===== config.mk =====
export PLATFORM = sky130hd
export DESIGN_NAME = trimmed_row_pixel_decoder_core
export DESIGN_NICKNAME = d
export VERILOG_FILES = /design/src/hdl/trpd_pkg.sv /design/src/hdl/trpd_ram.sv /design/src/hdl/trpd_front.sv /design/src/hdl/trpd_queue.sv /design/src/hdl/trpd_back.sv /design/src/hdl/trimmed_row_pixel_decoder_core.sv
export SDC_FILE = /design/constraint.sdc
export NUM_CORES = 2
export LEC_CHECK = 0
export BUFFER_PORTS_ARGS = -buffer_cell sky130_fd_sc_hd__buf_2
export CAP_MARGIN = 20
export CORE_MARGIN = 8
export CORE_UTILIZATION = 51
export CTS_BUF_LIST = sky130_fd_sc_hd__clkbuf_16
export DETAILED_ROUTE_END_ITERATION = 12
export HOLD_SLACK_MARGIN = 0.08
export PLACE_DENSITY_LB_ADDON = 0.3
export SETUP_SLACK_MARGIN = 0.05
export SYNTH_ARGS = -nofsm -noshare
export SYNTH_HDL_FRONTEND = slang
export SYNTH_SLANG_ARGS = --single-unit

===== constraint.sdc =====
create_clock -name clk -period 18.3 [get_ports clk]
set_input_delay 1.83 -clock clk [delete_from_list [all_inputs] [get_ports clk]]
set_output_delay 1.83 -clock clk [all_outputs]
set_load 0.05 [all_outputs]

===== src/hdl/trpd_pkg.sv =====
// shared types and constants for the trimmed row pixel decoder
`timescale 1ns / 1ps
`default_nettype none

package trpd_pkg;

    localparam int DIM_W       = 13;  // width, height and run length
    localparam int COL_W       = 14;  // raw byte position, reaches the padded stride
    localparam int TRAIL_W     = 7;   // largest trailing count is 15 << 3
    localparam int PIX_W       = 8;
    localparam int ZC_W        = 24;
    localparam int TABLE_DEPTH = 256;
    localparam int QUEUE_DEPTH = 4;
    localparam int CFG_IDX_W   = 3;
    localparam int CFG_DATA_W  = 13;

    typedef enum logic [1:0] {
        OP_BYTE  = 2'd0,
        OP_TABLE = 2'd1,
        OP_START = 2'd2
    } op_t;

    typedef enum logic [CFG_IDX_W-1:0] {
        REG_IMAGE_WIDTH     = 3'd0,
        REG_IMAGE_HEIGHT    = 3'd1,
        REG_COMPRESSED_MODE = 3'd2,
        REG_LEADING_SHIFT   = 3'd3,
        REG_TRAILING_SHIFT  = 3'd4,
        REG_REMAP_ENABLE    = 3'd5
    } reg_idx_t;

    // configuration as the front sees it, width and height already clamped
    typedef struct packed {
        logic [DIM_W-1:0] width;
        logic [DIM_W-1:0] height;
        logic             compressed;
        logic [1:0]       lead_shift;
        logic [1:0]       trail_shift;
        logic             remap;
    } cfg_t;

    // up to two runs caused by one request; the second run is always zero valued
    typedef struct packed {
        logic [PIX_W-1:0] pixel0;
        logic [DIM_W-1:0] len0;
        logic             row_end0;
        logic             image_end0;
        logic             two;
        logic [DIM_W-1:0] len1;
        logic             row_end1;
        logic             image_end1;
        logic [ZC_W-1:0]  zero_count;
    } entry_t;

endpackage

`default_nettype wire


===== src/hdl/trpd_ram.sv =====
// generic single write port ram with registered read
`timescale 1ns / 1ps
`default_nettype none

module trpd_ram #(
    parameter int WIDTH = 8,
    parameter int DEPTH = 256
) (
    input  wire logic                     clk,
    input  wire logic                     we,
    input  wire logic [$clog2(DEPTH)-1:0] waddr,
    input  wire logic [WIDTH-1:0]         wdata,
    input  wire logic                     re,
    input  wire logic [$clog2(DEPTH)-1:0] raddr,
    output logic      [WIDTH-1:0]         rdata
);

    logic [WIDTH-1:0] mem [DEPTH];

    always_ff @(posedge clk)
    begin
        if (we)
        begin
            mem[waddr] <= wdata;
        end
        if (re)
        begin
            rdata <= mem[raddr];
        end
    end

endmodule

`default_nettype wire


===== src/hdl/trpd_front.sv =====
// front end: accepts requests, tracks row state and builds run entries
`timescale 1ns / 1ps
`default_nettype none

module trpd_front (
    input  wire logic                          clk,
    input  wire logic                          rst_n,
    input  wire trpd_pkg::cfg_t                cfg,
    input  wire logic                          in_valid,
    output logic                               in_stall,
    input  wire logic [1:0]                    operation,
    input  wire logic [trpd_pkg::PIX_W-1:0]    byte_value,
    output logic                               ram_we,
    output logic                               ram_re,
    input  wire logic [trpd_pkg::PIX_W-1:0]    ram_rdata,
    input  wire logic                          q_full,
    output logic                               push,
    output trpd_pkg::entry_t                   push_entry
);

    localparam int DW = trpd_pkg::DIM_W;
    localparam int CW = trpd_pkg::COL_W;
    localparam int TW = trpd_pkg::TRAIL_W;
    localparam int ZW = trpd_pkg::ZC_W;

    logic [DW-1:0] row_reg, row_next;
    logic [CW-1:0] col_reg, col_next;
    logic          eh_reg, eh_next;
    logic [DW-1:0] vl_reg, vl_next;
    logic [TW-1:0] tp_reg, tp_next;
    logic [ZW-1:0] zc_reg, zc_next;
    logic          done_reg, done_next;

    logic             stage_valid_reg, stage_valid_next;
    trpd_pkg::entry_t stage_reg;
    logic             stage_map_reg;

    logic             accept;
    logic             finish;
    logic             has_res;
    logic             res_map;
    trpd_pkg::entry_t res;

    logic [TW-1:0] lead_raw, trail_raw;
    logic [DW-1:0] lead, rem, trail, vis;
    logic [DW-1:0] row_inc;
    logic [CW-1:0] col_inc, stride, w_col;
    logic          last_row;

    assign push     = stage_valid_reg && !q_full;
    assign in_stall = stage_valid_reg && q_full;
    assign accept   = in_valid && !in_stall;

    assign ram_we = accept && (operation == trpd_pkg::OP_TABLE);
    assign ram_re = accept && (operation == trpd_pkg::OP_BYTE);

    // header counts, clamped to the width and to what the leading run leaves
    assign lead_raw  = TW'({3'b000, byte_value[3:0]} << cfg.lead_shift);
    assign trail_raw = TW'({3'b000, byte_value[7:4]} << cfg.trail_shift);
    assign lead      = (DW'(lead_raw) > cfg.width) ? cfg.width : DW'(lead_raw);
    assign rem       = cfg.width - lead;
    assign trail     = (DW'(trail_raw) > rem) ? rem : DW'(trail_raw);
    assign vis       = rem - trail;

    assign row_inc  = row_reg + DW'(1);
    assign last_row = ({1'b0, row_reg} + (DW+1)'(1)) >= {1'b0, cfg.height};
    assign w_col    = CW'(cfg.width);
    assign stride   = (w_col + CW'(3)) & ~CW'(3);
    assign col_inc  = col_reg + CW'(1);

    always_comb
    begin
        row_next  = row_reg;
        col_next  = col_reg;
        eh_next   = eh_reg;
        vl_next   = vl_reg;
        tp_next   = tp_reg;
        zc_next   = zc_reg;
        done_next = done_reg;
        finish    = 1'b0;
        has_res   = 1'b0;
        res_map   = 1'b0;
        res       = '0;

        if (accept)
        begin
            unique case (operation)
                trpd_pkg::OP_START:
                begin
                    row_next  = '0;
                    col_next  = '0;
                    eh_next   = 1'b1;
                    vl_next   = '0;
                    tp_next   = '0;
                    zc_next   = '0;
                    done_next = 1'b0;
                end
                trpd_pkg::OP_BYTE:
                begin
                    if (!done_reg)
                    begin
                        if (cfg.compressed && eh_reg)
                        begin
                            if (vis == '0)
                            begin
                                // whole row trimmed, w >= 1 so one of the runs is nonzero
                                has_res = 1'b1;
                                finish  = 1'b1;
                                if (lead != '0 && trail != '0)
                                begin
                                    res.len0     = lead;
                                    res.two      = 1'b1;
                                    res.len1     = trail;
                                    res.row_end1 = 1'b1;
                                end
                                else
                                begin
                                    res.len0     = (lead != '0) ? lead : trail;
                                    res.row_end0 = 1'b1;
                                end
                            end
                            else
                            begin
                                has_res  = (lead != '0);
                                res.len0 = lead;
                                vl_next  = vis;
                                tp_next  = TW'(trail);
                                eh_next  = 1'b0;
                            end
                        end
                        else if (cfg.compressed || col_reg < w_col)
                        begin
                            has_res    = 1'b1;
                            res_map    = cfg.remap;
                            res.pixel0 = byte_value;
                            res.len0   = DW'(1);
                            if (cfg.remap && byte_value == '0 && zc_reg != '1)
                            begin
                                zc_next = zc_reg + ZW'(1);
                            end
                        end

                        if (cfg.compressed && !eh_reg)
                        begin
                            if (vl_reg <= DW'(1))
                            begin
                                finish = 1'b1;
                                if (tp_reg != '0)
                                begin
                                    res.two      = 1'b1;
                                    res.len1     = DW'(tp_reg);
                                    res.row_end1 = 1'b1;
                                end
                                else
                                begin
                                    res.row_end0 = 1'b1;
                                end
                            end
                            else
                            begin
                                vl_next = vl_reg - DW'(1);
                            end
                        end
                        else if (!cfg.compressed)
                        begin
                            // raw row: last pixel ends the row, padding bytes are dropped
                            res.row_end0 = (col_inc == w_col);
                            col_next     = col_inc;
                            finish       = (col_inc >= stride);
                        end
                    end
                end
                default:
                begin
                end
            endcase
        end

        if (finish)
        begin
            row_next = row_inc;
            col_next = '0;
            eh_next  = 1'b1;
            vl_next  = '0;
            tp_next  = '0;
            if (row_inc >= cfg.height)
            begin
                done_next = 1'b1;
            end
        end

        res.image_end0 = res.row_end0 && last_row;
        res.image_end1 = res.row_end1 && last_row;
        res.zero_count = zc_next;

        if (accept)
        begin
            stage_valid_next = has_res;
        end
        else if (push)
        begin
            stage_valid_next = 1'b0;
        end
        else
        begin
            stage_valid_next = stage_valid_reg;
        end
    end

    always_ff @(posedge clk or negedge rst_n)
    begin
        if (!rst_n)
        begin
            row_reg         <= '0;
            col_reg         <= '0;
            eh_reg          <= 1'b1;
            vl_reg          <= '0;
            tp_reg          <= '0;
            zc_reg          <= '0;
            done_reg        <= 1'b0;
            stage_valid_reg <= 1'b0;
        end
        else
        begin
            row_reg         <= row_next;
            col_reg         <= col_next;
            eh_reg          <= eh_next;
            vl_reg          <= vl_next;
            tp_reg          <= tp_next;
            zc_reg          <= zc_next;
            done_reg        <= done_next;
            stage_valid_reg <= stage_valid_next;
        end
    end

    always_ff @(posedge clk)
    begin
        if (accept && has_res)
        begin
            stage_reg     <= res;
            stage_map_reg <= res_map;
        end
    end

    // table data is registered at the same edge that loads the stage and stays put while the stage waits
    always_comb
    begin
        push_entry = stage_reg;
        if (stage_map_reg)
        begin
            push_entry.pixel0 = ram_rdata;
        end
    end

endmodule

`default_nettype wire


===== src/hdl/trpd_queue.sv =====
// short entry queue between front and back
`timescale 1ns / 1ps
`default_nettype none

module trpd_queue #(
    parameter int DEPTH = 4
) (
    input  wire logic              clk,
    input  wire logic              rst_n,
    input  wire logic              push,
    input  wire trpd_pkg::entry_t  push_entry,
    output logic                   full,
    input  wire logic              pop,
    output trpd_pkg::entry_t       head,
    output logic                   empty
);

    localparam int AW = $clog2(DEPTH);
    localparam int NW = $clog2(DEPTH + 1);

    trpd_pkg::entry_t slots [DEPTH];

    logic [AW-1:0] wr_reg, wr_next;
    logic [AW-1:0] rd_reg, rd_next;
    logic [NW-1:0] cnt_reg, cnt_next;

    assign full  = (cnt_reg == NW'(DEPTH));
    assign empty = (cnt_reg == '0);
    assign head  = slots[rd_reg];

    always_comb
    begin
        wr_next  = wr_reg;
        rd_next  = rd_reg;
        cnt_next = cnt_reg;
        if (push)
        begin
            wr_next = (wr_reg == AW'(DEPTH - 1)) ? '0 : wr_reg + AW'(1);
        end
        if (pop)
        begin
            rd_next = (rd_reg == AW'(DEPTH - 1)) ? '0 : rd_reg + AW'(1);
        end
        if (push && !pop)
        begin
            cnt_next = cnt_reg + NW'(1);
        end
        else if (pop && !push)
        begin
            cnt_next = cnt_reg - NW'(1);
        end
    end

    always_ff @(posedge clk or negedge rst_n)
    begin
        if (!rst_n)
        begin
            wr_reg  <= '0;
            rd_reg  <= '0;
            cnt_reg <= '0;
        end
        else
        begin
            wr_reg  <= wr_next;
            rd_reg  <= rd_next;
            cnt_reg <= cnt_next;
        end
    end

    always_ff @(posedge clk)
    begin
        if (push)
        begin
            slots[wr_reg] <= push_entry;
        end
    end

endmodule

`default_nettype wire


===== src/hdl/trpd_back.sv =====
// back end: splits queued entries into runs behind the output register
`timescale 1ns / 1ps
`default_nettype none

module trpd_back (
    input  wire logic                           clk,
    input  wire logic                           rst_n,
    input  wire trpd_pkg::entry_t               head,
    input  wire logic                           empty,
    output logic                                pop,
    output logic                                out_valid,
    input  wire logic                           out_stall,
    output logic [trpd_pkg::PIX_W-1:0]          pixel_value,
    output logic [trpd_pkg::DIM_W-1:0]          run_length,
    output logic                                row_end,
    output logic                                image_end,
    output logic                                last_of_item,
    output logic [trpd_pkg::ZC_W-1:0]           zero_remap_count
);

    logic out_valid_reg, out_valid_next;
    logic phase_reg, phase_next;
    logic load, take;

    logic [trpd_pkg::PIX_W-1:0] pix_reg;
    logic [trpd_pkg::DIM_W-1:0] len_reg;
    logic                       re_reg, ie_reg, last_reg;
    logic [trpd_pkg::ZC_W-1:0]  zc_reg;

    assign load = !out_valid_reg || !out_stall;
    assign take = load && !empty;

    always_comb
    begin
        out_valid_next = load ? !empty : out_valid_reg;
        phase_next     = phase_reg;
        pop            = 1'b0;
        if (take)
        begin
            // the first run of a two run entry leaves the entry at the head
            if (head.two && !phase_reg)
            begin
                phase_next = 1'b1;
            end
            else
            begin
                phase_next = 1'b0;
                pop        = 1'b1;
            end
        end
    end

    always_ff @(posedge clk or negedge rst_n)
    begin
        if (!rst_n)
        begin
            out_valid_reg <= 1'b0;
            phase_reg     <= 1'b0;
        end
        else
        begin
            out_valid_reg <= out_valid_next;
            phase_reg     <= phase_next;
        end
    end

    always_ff @(posedge clk)
    begin
        if (take)
        begin
            pix_reg  <= phase_reg ? '0 : head.pixel0;
            len_reg  <= phase_reg ? head.len1 : head.len0;
            re_reg   <= phase_reg ? head.row_end1 : head.row_end0;
            ie_reg   <= phase_reg ? head.image_end1 : head.image_end0;
            last_reg <= phase_reg || !head.two;
            zc_reg   <= head.zero_count;
        end
    end

    assign out_valid        = out_valid_reg;
    assign pixel_value      = pix_reg;
    assign run_length       = len_reg;
    assign row_end          = re_reg;
    assign image_end        = ie_reg;
    assign last_of_item     = last_reg;
    assign zero_remap_count = zc_reg;

endmodule

`default_nettype wire


===== src/hdl/trimmed_row_pixel_decoder_core.sv =====
// top level of the trimmed row pixel decoder
`timescale 1ns / 1ps
`default_nettype none

// Decodes the byte stream of an 8-bit indexed image into pixel runs, either from
// trimmed rows (a header byte giving shifted leading and trailing zero counts,
// then only the visible pixels) or from raw rows padded to four bytes. One
// request is taken every clock cycle while in_stall is low. A request gives at
// most two runs and the output register hands out one run per cycle unless
// out_stall holds it, so a byte that gives two runs (a header with both counts
// and no visible pixels, or the last visible pixel followed by a trailing run)
// occupies the output for both runs in turn; the entry queue between the front
// end and the run splitter absorbs such bursts. A run passes through the front
// end stage, loaded together with the remap table read at the edge that takes
// its request, then the queue, then the output register. Table writes, start of
// image and ignored bytes give no run. Remap entries must be written before a
// remapped pixel reads them.
module trimmed_row_pixel_decoder_core #(
    parameter int MAX_WIDTH  = 4096,
    parameter int MAX_HEIGHT = 4096
) (
    input  wire logic                              clk,
    input  wire logic                              rst_n,
    input  wire logic                              cfg_we,
    input  wire logic [trpd_pkg::CFG_IDX_W-1:0]    cfg_index,
    input  wire logic [trpd_pkg::CFG_DATA_W-1:0]   cfg_data,
    input  wire logic                              in_valid,
    output logic                                   in_stall,
    input  wire logic [1:0]                        operation,
    input  wire logic [trpd_pkg::PIX_W-1:0]        byte_value,
    input  wire logic [trpd_pkg::PIX_W-1:0]        table_index,
    output logic                                   out_valid,
    input  wire logic                              out_stall,
    output logic [trpd_pkg::PIX_W-1:0]             pixel_value,
    output logic [trpd_pkg::DIM_W-1:0]             run_length,
    output logic                                   row_end,
    output logic                                   image_end,
    output logic                                   last_of_item,
    output logic [trpd_pkg::ZC_W-1:0]              zero_remap_count
);

    localparam int DW     = trpd_pkg::DIM_W;
    localparam int DIM_MX = (1 << DW) - 1;
    localparam logic [DW-1:0] W_LIMIT = DW'((MAX_WIDTH > DIM_MX) ? DIM_MX : MAX_WIDTH);
    localparam logic [DW-1:0] H_LIMIT = DW'((MAX_HEIGHT > DIM_MX) ? DIM_MX : MAX_HEIGHT);

    logic [DW-1:0] width_reg, height_reg;
    logic          comp_reg, remap_reg;
    logic [1:0]    lshift_reg, tshift_reg;

    trpd_pkg::cfg_t   cfg;
    trpd_pkg::entry_t push_entry, head;
    logic             ram_we, ram_re, push, pop, q_full, q_empty;
    logic [trpd_pkg::PIX_W-1:0] ram_rdata;

    always_ff @(posedge clk or negedge rst_n)
    begin
        if (!rst_n)
        begin
            width_reg  <= DW'(1);
            height_reg <= DW'(1);
            comp_reg   <= 1'b0;
            lshift_reg <= 2'd0;
            tshift_reg <= 2'd0;
            remap_reg  <= 1'b0;
        end
        else if (cfg_we)
        begin
            unique case (cfg_index)
                trpd_pkg::REG_IMAGE_WIDTH:     width_reg  <= cfg_data[DW-1:0];
                trpd_pkg::REG_IMAGE_HEIGHT:    height_reg <= cfg_data[DW-1:0];
                trpd_pkg::REG_COMPRESSED_MODE: comp_reg   <= cfg_data[0];
                trpd_pkg::REG_LEADING_SHIFT:   lshift_reg <= cfg_data[1:0];
                trpd_pkg::REG_TRAILING_SHIFT:  tshift_reg <= cfg_data[1:0];
                trpd_pkg::REG_REMAP_ENABLE:    remap_reg  <= cfg_data[0];
                default:
                begin
                end
            endcase
        end
    end

    // zero acts as one, anything above the limit acts as the limit
    always_comb
    begin
        cfg.width       = (width_reg == '0) ? DW'(1)
                        : ((width_reg > W_LIMIT) ? W_LIMIT : width_reg);
        cfg.height      = (height_reg == '0) ? DW'(1)
                        : ((height_reg > H_LIMIT) ? H_LIMIT : height_reg);
        cfg.compressed  = comp_reg;
        cfg.lead_shift  = lshift_reg;
        cfg.trail_shift = tshift_reg;
        cfg.remap       = remap_reg;
    end

    trpd_ram #(
        .WIDTH (trpd_pkg::PIX_W),
        .DEPTH (trpd_pkg::TABLE_DEPTH)
    ) u_table (
        .clk   (clk),
        .we    (ram_we),
        .waddr (table_index),
        .wdata (byte_value),
        .re    (ram_re),
        .raddr (byte_value),
        .rdata (ram_rdata)
    );

    trpd_front u_front (
        .clk         (clk),
        .rst_n       (rst_n),
        .cfg         (cfg),
        .in_valid    (in_valid),
        .in_stall    (in_stall),
        .operation   (operation),
        .byte_value  (byte_value),
        .ram_we      (ram_we),
        .ram_re      (ram_re),
        .ram_rdata   (ram_rdata),
        .q_full      (q_full),
        .push        (push),
        .push_entry  (push_entry)
    );

    trpd_queue #(
        .DEPTH (trpd_pkg::QUEUE_DEPTH)
    ) u_queue (
        .clk        (clk),
        .rst_n      (rst_n),
        .push       (push),
        .push_entry (push_entry),
        .full       (q_full),
        .pop        (pop),
        .head       (head),
        .empty      (q_empty)
    );

    trpd_back u_back (
        .clk              (clk),
        .rst_n            (rst_n),
        .head             (head),
        .empty            (q_empty),
        .pop              (pop),
        .out_valid        (out_valid),
        .out_stall        (out_stall),
        .pixel_value      (pixel_value),
        .run_length       (run_length),
        .row_end          (row_end),
        .image_end        (image_end),
        .last_of_item     (last_of_item),
        .zero_remap_count (zero_remap_count)
    );

    // the second run of a request follows the first without a gap
    a_second_run_follows: assert property (@(posedge clk) disable iff (!rst_n)
        out_valid && !out_stall && !last_of_item |=> out_valid)
        else $error("second run of a request did not follow");

    a_image_end_on_row_end: assert property (@(posedge clk) disable iff (!rst_n)
        out_valid && image_end |-> row_end)
        else $error("image end without row end");

    a_run_not_empty: assert property (@(posedge clk) disable iff (!rst_n)
        out_valid |-> run_length != '0)
        else $error("empty run");

    a_queue_status: assert property (@(posedge clk) disable iff (!rst_n)
        !(q_full && q_empty) && !(pop && q_empty))
        else $error("queue status inconsistent");

endmodule

`default_nettype wire

# Yosys cells after proc, flatten, opt, wreduce, memory -nomap -nowiden

Memories as Yosys holds them, arrays and structs flattened. A register that Yosys moved wholly into a read port is not among the register bits.
Cells that the tools add are included.

Add/sub/neg operators: 12
$lt $le $gt $ge: 9
Equal/unequal tests: 17
Shift operators: 2
Muxes and demuxes: 100
Bitwise logic cells: 3
Reduce and logical (&&, ||, !) cells: 57

Operators with widths:

| operator              | number |
|---|---|
| $mux 13               | 21 |
| $mux 24               | 5 |
| $mux 15               | 6 |
| $mux 14               | 5 |
| $pmux 24 s2           | 1 |
| $mux 1                | 47 |
| $logic_not 13->1      | 3 |
| $mux 7                | 5 |
| $pmux 14 s2           | 1 |
| $gt 13x13->1 const B  | 2 |
| $gt 7x13->1           | 2 |
| $pmux 13 s2           | 1 |
| $reduce_bool 13->1    | 2 |
| $sub 13x13->13        | 2 |
| $add 24x1->24 const B | 1 |
| $ne 24x24->1 const B  | 1 |
| $mux 21               | 1 |
| $logic_and 1x1->1     | 17 |
| $add 13x1->14 const B | 1 |
| $add 13x2->14 const B | 1 |
| $add 14x1->14 const B | 1 |
| $eq 14x13->1          | 1 |
| $ge 14x13->1          | 1 |
| $ge 14x14->1          | 1 |
| other kinds (35)      | 71 |

Flip-flop bits (word level): 227
Memory bits (writable): 2300
Bits of input ports: 39
Output and inout port bits: 50
Memories: 2

Memory list:

| name          | depth | width | rd ports | clocked after memory_dff | write ports | line             | RTL |
|---|---|---|---|---|---|---|---|
| u_table.mem   | 256   | 8     | 1        | 1                        | 1           | trpd_ram.sv:18   | `logic [WIDTH-1:0] mem [DEPTH];` |
| u_queue.slots | 4     | 63    | 1        | 0                        | 1           | trpd_queue.sv:21 | `trpd_pkg::entry_t slots [DEPTH];` |

# Longest topological paths before layout

Word-level depth: 20
Depth in mapped cells: 44
Mapped depth without buffers: 37

# Hierarchy

A second synthesis with hierarchy kept.

Cells, all modules: 5405
Area total of the unflattened synthesis: 102687.2 um2

By module, submodules not included:

| module                         | times used | cells an instance | area each (um2) | seq. area each (um2) |
|---|---|---|---|---|
| trpd_ram                       | 1          | 3733              | 79636.4         | 61739.2 |
| trpd_front                     | 1          | 1115              | 10223.6         | 3774.9 |
| trpd_queue                     | 1          | 366               | 9507.9          | 7742.4 |
| trpd_back                      | 1          | 83                | 1833.0          | 1491.4 |
| trimmed_row_pixel_decoder_core | 1          | 108               | 1486.4          | 803.3 |

# Worst setup path before layout

No wires, ideal clock.

Path kind: input -> register
Start: input port byte_value[0] in the netlist's numbering
End: register u_front.stage_reg (netlist bit u_front.push_entry[0]) (enable)
Library setup time: 0.565 ns
Arrival: 14.487 ns
Data required time: 17.735 ns
Slack: 3.248 ns
Cell stages on the path: 39
Cell sequence: clkbuf_1 -> clkbuf_1 -> buf_1 -> clkbuf_1 -> mux2i_1 -> nor2_1 -> ha_1 -> a21o_1 -> a21oi_1 -> o21ai_0 -> o21ai_0 -> clkbuf_1 -> o21ai_0 -> ha_1 -> fa_1 -> nand2b_1 -> a21oi_1 -> o22ai_1 -> [3 not listed] -> o21ai_0 -> a21oi_1 -> nor2_1 -> nor4_4 -> mux2i_1 -> ha_1 -> fa_1 -> nor2b_1 -> o31a_1 -> o21a_1 -> or3_1 -> a211oi_1 -> nand4bb_1 -> and2_1 -> buf_2 -> nor2_2 -> nor2_1 -> nor3_1

Word-level cells in the longest chain between the ends: 14

Ends and longest elaborated chain:

| item                 | line                                 | RTL |
|---|---|---|
| from (decl)          | trimmed_row_pixel_decoder_core.sv:30 | `input wire logic [trpd_pkg::PIX_W-1:0] byte_value,` |
| $shl 4x2->7 *        | trpd_front.sv:58                     | `assign lead_raw = TW'({3'b000, byte_value[3:0]} << cfg.lead_shift);` |
| $gt 7x13->1          | trpd_front.sv:60                     | `assign lead = (DW'(lead_raw) > cfg.width) ? cfg.width : DW'(lead_raw);` |
| $mux 13 *            | trpd_front.sv:60                     |  |
| $sub 13x13->13       | trpd_front.sv:61                     | `assign rem = cfg.width - lead;` |
| $gt 7x13->1          | trpd_front.sv:62                     | `assign trail = (DW'(trail_raw) > rem) ? rem : DW'(trail_raw);` |
| $mux 13              | trpd_front.sv:62                     |  |
| $sub 13x13->13       | trpd_front.sv:63                     | `assign vis = rem - trail;` |
| $logic_not 13->1     | trpd_front.sv:104                    | `if (vis == '0)` |
| $mux 1 *             | trpd_front.sv:104                    |  |
| $mux 1 *             | trpd_front.sv:102                    | `if (cfg.compressed && eh_reg)` |
| $mux 1 *             | trpd_front.sv:100                    | `if (!done_reg)` |
| $mux 1 *             | trpd_front.sv:87                     | `unique case (operation)` |
| $mux 1 *             | trpd_front.sv:85                     | `if (accept)` |
| $logic_and 1x1->1 *  | trpd_front.sv:238                    | `if (accept && has_res)` |
| to (signal assigned) | trpd_front.sv:240                    | `stage_reg <= res;` |
| to (decl)            | trpd_front.sv:35                     | `trpd_pkg::entry_t stage_reg;` |

Mark *: on every way between the ends. The rest lies on a longest branch, timed or not.
A chain may end at the register's enable or synchronous reset.

# Worst setup path after layout

Start: input port byte_value[3] in the netlist's numbering
End: register u_front.stage_reg (netlist bit u_front.push_entry[37]) (enable)

Same word-level chain as after synthesis.

==> reports/summary.txt <==
outcome -> complete, no violations
Die Wd -> 461 um
Area Growth Syn to Fin -> 10.9%
number of I/O pins -> 89
Synth area leaders -> edfxtp_1 (72%), mux4_2 (16%), dfrtp_1 (2.8%), nor2_1 (1.3%), ha_1 (0.96%)
Worst Max-Slew Pin Slew -> 1.12 ns
Vias/cell -> 6.09
max incr delay on CP -> 0.71 ns
largest area contributor in the netlist -> edfxtp_1
Worst Setup End Kind -> register
cts repair resizes -> 0
CTS Sinks -> 2535
worst min path class -> reg2reg
register bit count reported by yosys -> 2535
sequential area share after synthesis -> 74.7%
wire per inst -> 28.0 um
detailed-placement wirelength estimate -> 132000 um
Rel. slew slack -> 25.2%
Routed Antenna Nets -> 0
Yosys cell types -> 88
DR iter-0 viols -> 4646
number of global-route vias before repair -> 48400
Min Clock Period, post-route -> 10.94 ns
Worst Path Max Fanout -> 88
first-pass GRT wire length -> 327000 um
htree depth -> 4
Starting Density -> 51.3%
syn avg cell area -> 21.0 um2
post-route cell area -> 0.112 mm2
clk_lat worst skew -> 0.88 ns
Crit path top cell by count -> o21ai_0
Pwr Density -> 116 mW/mm2
num rows -> 163
asr flop ratio synth -> 4.54%
DP Worst Slack -> 6.61 ns
initial antenna violation count -> 13
CTS Root Cell -> clkbuf_16
Critical Path Start Type -> input port
Post-Synthesis Cells -> 4812
Die Y -> 461 um
Final Worst Setup Slack -> 7.36 ns
Post-CTS Setup Bufs -> 0
RePlAce Congestion -> 0.838
Leakage -> 0.0359 uW
Die Area -> 0.213 mm2
Sum Neg Setup Slack -> 0 ns
FF-to-FF setup slack -> 7.68 ns
Total Power -> 13000 uW
Final Hold Vio Count -> 0
Core Area -> 0.197 mm2
cts bufs inserted -> 239
largest vdd supply drop -> 0.103 mV
# port buffers -> 88
worst setup path category -> in2reg
Post-synth EDFFs -> 2420
Slew Viols, Final -> 0
Crit-path slowest cell -> buf_4
Tcrit/Tclk final -> 59.8%
Overflow after GRT -> 0
worst reg2reg path depth -> 38
hold path depth -> 0
Residual DRC -> 0
Clock Skew -> 0.0745 ns
clk buf depth -> 3
Mapped Area -> 0.101 mm2
Hold Buf Count CTS -> 0
most used flip-flop cell after synthesis -> edfxtp_1
RSZ-0062 raised after global routing -> no
largest net degree at the start of global routing -> 149
max reg flops -> 2048
via count -> 47700
Max Cap Viol -> 0
Arrival @ worst endpoint -> 11.40 ns
Detailed Route WL -> 219000 um
CTS tree -> yes
placed inst area -> 0.105 mm2
worst path required time -> 18.76 ns
share of cells above drive strength 1 -> 26.3%
Ys Warns -> 0
top cell type's share of synthesized area -> 71.8%
register name with the most flops -> u_table.mem
Achievable Freq -> 0.0914 GHz
Total GRT Usage -> 20.5%
DR pass1 iterations -> 5
clock-pin slew on the worst setup and hold paths -> 0.06 ns
setup violators final -> 0
Net count, final -> 5106
-- report_power, final --
| part | switching, uW | total, uW | internal, uW | leakage [uW] |
|---|---|---|---|---|
| sequential | 124 | 6650 | 6530 | 0.0233 |
| clock | 2110 | 4680 | 2570 | 0.00385 |
| combinational | 1020 | 1680 | 657 | 0.00870 |
-- path summary, 6_finish.rpt --
path | startpoint | end
setup / recovery | byte_value[3] | u_front.push_entry[37]$_SDFFCE_PP0P_
hold / removal | u_front.push_entry[37]$_SDFFCE_PP0P_ | u_queue.slots[1][37]$_DFFE_PP_
setup reg to reg | width_reg[8]$_DFFE_PN0P_ | u_front.push_entry[37]$_SDFFCE_PP0P_
hold reg to reg | u_front.push_entry[37]$_SDFFCE_PP0P_ | u_queue.slots[1][37]$_DFFE_PP_
max in group asynchronous | rst_n | u_queue.rd_reg[0]$_DFFE_PN0P_
min in group asynchronous | rst_n | u_queue.cnt_reg[2]$_DFFE_PN0P_
-- cell usage after synthesis (12+ instances only) --
master / n
a21o_1: 12
a21oi_1: 48
a22o_1: 13
and2_1: 21
and3_1: 29
buf_1: 75
clkbuf_1: 159
dfrtp_1: 112
edfxtp_1: 2420
ha_1: 78
inv_1: 58
mux2_2: 64
mux2i_1: 30
mux4_2: 741
nand2_1: 139
nand2b_1: 16
nand3_1: 48
nor2_1: 357
nor2b_1: 31
nor3_1: 24
nor4_1: 15
o21a_1: 18
o21ai_0: 59
xnor2_1: 33
xor2_1: 32
-- final cells by class --
class | count | area, um2
Clock inverter | 197 | 1400
Tap cell | 2640 | 3300
Timing Repair Buffer | 166 | 1150
Inverter | 58 | 218
Fill cell | 14300 | 84900
Antenna cell | 4 | 10.0
Clock buffer | 240 | 6010
Multi-Input combinational cell | 1986 | 24600
Sequential cell | 2535 | 75600
-- worst max-delay path: cells and delay by family --
kind            cells  cell delay (ns)
compound gates     13             2.34
xor+xnor            1             0.30
fa+ha+maj           6             1.93
buf+inv             4             1.46
mux                 2             0.82
simple gates       12             2.61
-- metal layers --
layer,track usage (%),up-vias,routed length (um)
met5,0,-,34
met3,3.42,363,14800
li1,-,20200,-
met4,5.06,4,5620
met1,29.1,25300,89700
met2,33.8,1762,109000
-- placed cells by master, fill, tap and decap left out, drive strengths merged, types with 10 or more instances in the layout --
cell / netlist / final
bufinv: 0 / 14
nor4: 18 / 18
nand4: 11 / 11
mux4: 741 / 741
clkinv: 0 / 113
inv: 58 / 122
nor2b: 32 / 32
xnor2: 33 / 33
nand2: 139 / 139
a22o: 13 / 13
edfxtp: 2420 / 2420
o22ai: 11 / 11
mux2i: 30 / 30
xor2: 32 / 32
a21oi: 49 / 49
buf: 85 / 166
conb: 2 / 13
o211ai: 10 / 10
nand3: 48 / 48
and3: 29 / 29
ha: 78 / 78
nor2: 359 / 359
nand2b: 17 / 17
nor3: 25 / 25
o21a: 18 / 18
a21o: 12 / 12
clkbuf: 159 / 240
o21ai: 63 / 63
and2: 22 / 22
mux2: 67 / 67
dfrtp: 112 / 112
or2: 12 / 12
-- stage by stage --
stage / instances / hold WS (ns) / util (%)
after CTS: 7821 / 0.486 / 56.9
after global routing: 7824 / 0.507 / 56.9
final: 7826 / 0.487 / 56.9
after detailed placement: 7384 / 0.484 / 53.2
after global placement: 7384 / 0.469 / 53.2
after floorplan: 4823 / 0.459 / -
-- logic make-up (layout without fill, tap and decap cells) --
group / after synthesis / count (layout) / synth area share [%]
xor gates and xnor gates: 65 / 65 / 0.563
muxes: 838 / 838 / 17.5
AOI/OAI and AO/OA: 244 / 244 / 1.66
adders and majority gates: 81 / 81 / 1.02
DFF: 2535 / 2535 / 74.7
and+or+nand+nor: 745 / 745 / 3.41
other: 2 / 17 / 0.00742
buffers and inverters: 302 / 661 / 1.14
(Power assumes the default switching activity.)
